==> config.mk <==
export PLATFORM = sky130hd
export DESIGN_NAME = ppb_ctrl
export DESIGN_NICKNAME = d
export VERILOG_FILES = /design/src/ppb_pkg.sv /design/src/ppb_ctrl.sv
export SDC_FILE = /design/constraint.sdc
export NUM_CORES = 1
export LEC_CHECK = 0
export ABC_CLOCK_PERIOD_IN_PS = 3000
export BUFFER_PORTS_ARGS = -buffer_cell sky130_fd_sc_hd__buf_2
export CAP_MARGIN = 20
export CORE_AREA = 2 2 39 41
export CTS_CLUSTER_DIAMETER = 50
export CTS_CLUSTER_SIZE = 40
export DETAILED_ROUTE_END_ITERATION = 16
export DIE_AREA = 0 0 41 43
export PLACE_DENSITY = 0.45
export SYNTH_ARGS = -nofsm -noshare
export SYNTH_HDL_FRONTEND = slang
export SYNTH_SLANG_ARGS = --single-unit
==> constraint.sdc <==
create_clock -name clk -period 3 [get_ports clk]
set_input_delay 0.6 -clock clk [delete_from_list [all_inputs] [get_ports clk]]
set_output_delay 0.6 -clock clk [all_outputs]
set_load 0.01 [all_outputs]
==> src/ppb_pkg.sv <==
// Shared types, constants and helpers for the projection profile bounds block.
// Depends on nothing; every other file imports it.
`timescale 1ns / 1ps

package ppb_pkg;

    localparam int DEF_MAX_BINS = 2048;

    localparam int CNT_IN_W  = 12;
    localparam int GROUP_W   = 5;
    localparam int THRESH_W  = 12;
    localparam int ACC_W     = 16;
    localparam int TOTAL_W   = 22;
    localparam int POS_OUT_W = 11;
    localparam int RHS_W     = TOTAL_W + THRESH_W;

    localparam logic [GROUP_W-1:0]   GROUP_RST  = 5'd10;
    localparam logic [THRESH_W-1:0]  THRESH_RST = 12'd256;
    localparam logic [POS_OUT_W-1:0] POS_MAX    = 11'd2047;

    // register map, decoded on paddr[2]
    localparam logic REG_GROUP     = 1'b0;
    localparam logic REG_THRESHOLD = 1'b1;

    typedef struct packed {
        logic [CNT_IN_W-1:0] line_count;
        logic                last_line;
    } ppb_in_t;

    typedef struct packed {
        logic [POS_OUT_W-1:0] lower_bound;
        logic [POS_OUT_W-1:0] upper_bound;
        logic                 bound_found;
    } ppb_out_t;

    typedef struct packed {
        logic accept;
        logic prep;
        logic scan;
        logic finish;
    } ppb_cmd_t;

    typedef struct packed {
        logic scan_done;
        logic out_free;
    } ppb_status_t;

    // zero acts as one, anything above 16 as 16
    function automatic logic [GROUP_W-1:0] group_size(input logic [GROUP_W-1:0] g);
        logic [GROUP_W-1:0] r;
        r = g;
        if (g == '0)
            r = 5'd1;
        else if (g > 5'd16)
            r = 5'd16;
        return r;
    endfunction

endpackage

==> src/ppb_ctrl.sv <==
// Sequencer for the projection profile bounds block: streaming, scan, result.
// Depends on ppb_pkg.
`timescale 1ns / 1ps

module ppb_ctrl (
    input  logic                clk,
    input  logic                rst_n,
    input  logic                in_valid,
    input  logic                last_line,
    input  ppb_pkg::ppb_status_t status,
    output ppb_pkg::ppb_cmd_t    cmd,
    output logic                in_stall
);
    import ppb_pkg::*;

    typedef enum logic [3:0] {
        S_IDLE   = 4'b0001,
        S_PREP   = 4'b0010,
        S_SCAN   = 4'b0100,
        S_CENTRE = 4'b1000
    } state_t;

    state_t state_reg, state_next;

    always_comb
    begin
        state_next = state_reg;
        cmd        = '0;
        case (state_reg)
            S_IDLE:
            begin
                cmd.accept = in_valid;
                if (in_valid && last_line)
                    state_next = S_PREP;
            end
            S_PREP:
            begin
                cmd.prep   = 1'b1;
                state_next = S_SCAN;
            end
            S_SCAN:
            begin
                cmd.scan = 1'b1;
                if (status.scan_done)
                    state_next = S_CENTRE;
            end
            S_CENTRE:
            begin
                // wait for the output register to free up
                if (status.out_free)
                begin
                    cmd.finish = 1'b1;
                    state_next = S_IDLE;
                end
            end
            default:
            begin
                state_next = S_IDLE;
            end
        endcase
    end

    assign in_stall = (state_reg != S_IDLE);

    always_ff @(posedge clk or negedge rst_n)
    begin
        if (!rst_n)
            state_reg <= S_IDLE;
        else
            state_reg <= state_next;
    end

endmodule

==> results.yml <==
run_status:
  status: "finished, final reports clean"
synthesis:
  syn-num-nets: 28
  ys_seq_area_share_pct: 45.5
  synthXorXnorAreaFrac_pct: 0
  ys_warn_count: 0
  synthMuxAreaShare_pct: 0
  synthCells: 22
  yosys.area_share.simple_pct: 38.8
  synth_area_um2: 223
  yosysUniqueCellTypes: 17
  synth_top_family_by_area: "simple AND/OR/NAND/NOR gates"
  synth_fa_ha_area_share_pct: 0
  synth_compound_area_share_pct: 10.7
  ys_seq_elements: 4
  syn_area_per_cell_um2: 10.1
place:
  placed_cells: 48
  gp_congestion: 0.600
  hpwlAfterDp_um: 370
  port_buffers: 10
finish:
  fillers: 149
  final_util_pct: 23.1
  layout_commonest_cell: "buf_2"
  largest_reg_flops: 4
  synthToLayoutAreaGrowth_pct: 43.3
  num_antenna_cells: 0
  final_nets: 43
  drive_gt1_share_pct: 44.4
  final_cell_mix: "buf_2, inv_1, clkbuf_4, dfrtp_1, nor3_1"
  stdcell_count: 52
timing:
  clock_skew_ps: 0.0819
  rsz0062_at_grt: "false"
  hold_violations: 0
  tightest_slew_ps: 362
  relSlewSlack_pct: 75.6
  drv_slew: 0
  fin_crit_sh_pct: 66.3
  max_freq_ghz: 0.503
  finalSetupTns_ps: 0
  holdWs_ps: 159
  fin_crit_ps: 1990
  setup_viol: 0
routing:
  dr.pass1.iters: 2
  drt-total-wl_um: 479
  drt_iter0_drc: 10
  via_count: 202
  drc: 0
  ant_nets: 0
  avgRoutedWirePerCell_um: 9.21
  viasPerCell: 3.88
critical_path:
  cp_data_arrival_time_ps: 1390
  start_kind: "register"
  end_kind: "output port"
  reg2reg_slack_ps: 1770
  crit_family: "flip-flops"
  worstPathRequired_ps: 2400
  path_cells: "nor4b_2 > and2_1 > buf_2"
  slowest_delay_ps: 570
  cp_max_fo: 6
  crit_start: "state_reg[0]"
  r2r-start: "state_reg[0]"
  cp_num_buf_inv: 1
  path_class: "register to output port"
  crit_path_top_delay_cell: "dfstp_2"
clocking:
  ctsHoldBuffers: 0
  path_clk_slew_ps: 40
  clock_path_buffers: 2
  clockRootBuffer: "clkbuf_4"
  htreeDepth: 1
  post_cts_resized: 0
  clk_latency_ps: 230
  postCtsSetupRepairBufs: 0
  tritoncts: "done"
  clock_sinks: 4
  cts_buffers: 3
global_routing:
  grt_pass1_vias: 198
  grt_overflow_total: 0
  grtUsageTotal_pct: 6.97
  antenna_found_initial: 0
  grt_pass1_wl_um: 786
  grt_max_degree: 8
power_and_ir_drop:
  design_power_total_uw: 161
  ir_drop_mv: 0.336
  p_leak_nw: 0.173
  power_density_nw_per_um2: 506
floorplan:
  num_rows: 14
  core_um2: 1380
  io_pins: 11
  die_h_um: 43
  start_util_pct: 16.1
  die_width_um: 41
  dieArea_um2: 1760
job:
  maxCapViolCount: 0
min_path:
  hold_class: "input pin to async pin"
## where the power goes
part	total (mW)	internal (mW)	switching [mW]	leakage [nW]
combinational	0.0235	0.0123	0.0112	0.106
clock	0.0741	0.0501	0.0241	0.0150
sequential	0.0638	0.0584	0.00531	0.0516
total	0.161	0.121	0.0406	0.173
## worst reg2reg max path, delay by kind of cell (launching register included)
kind            cells  cell delay, ps
compound gates      1              50
flops               1             570
simple gates        2             520
## final timing paths
check | to | cells past startpoint
min reg2reg | state_reg[0] | 2
max reg2reg | state_reg[0] | 3
max in group asynchronous | state_reg[0] | 1
min in group clk | state_reg[0] | 2
min | state_reg[1] | 1
max | cmd[3] | 3
## stage by stage
step                      setup WS (ps)  area (um2)
final                              1010         319
after global routing                910         319
after CTS                           992         319
after detailed placement           1250         293
after global placement             1270         293
after floorplan                    1410         223
## synth_stat cells
master | n | area, um2
a21oi_1 | 1 | 5.00
nand3b_1 | 1 | 7.51
a21o_1 | 1 | 7.51
dfrtp_1 | 3 | 75.1
nor4b_2 | 1 | 15.0
and3_1 | 1 | 6.26
nor4b_1 | 1 | 8.76
o21ai_0 | 1 | 5.00
nor3_1 | 2 | 10.0
nor3b_2 | 1 | 12.5
inv_1 | 3 | 11.3
dfstp_2 | 1 | 26.3
or3_1 | 1 | 6.26
nor2b_1 | 1 | 6.26
a31oi_1 | 1 | 6.26
and2_1 | 1 | 6.26
nor3b_1 | 1 | 7.51
## metal layers
layer  vias to the layer above  wire length [um]  global-route usage, %
met5                         -                 0                      0
met4                         0                 0                   2.00
met3                         0                65                   6.28
met2                        13               146                   7.50
met1                        81               266                   9.84
li1                        108                 -                      -
## final cells by class
type	instances	area, um2	area share (%)
tap	16	20.0	6.27
timing repair buffer	10	50.0	15.7
multi-input combinational	15	110	34.5
sequential	4	101	31.8
inverter	3	11.3	3.53
clock buffer	4	26.3	8.24
## cells by family after synthesis
logic type	count (synthesis)
DFF	4
and+or+nand+nor	11
buffers and inverters	3
AOI/OAI and AO/OA	4
Note: power is estimated with default switching activity, not from simulation.
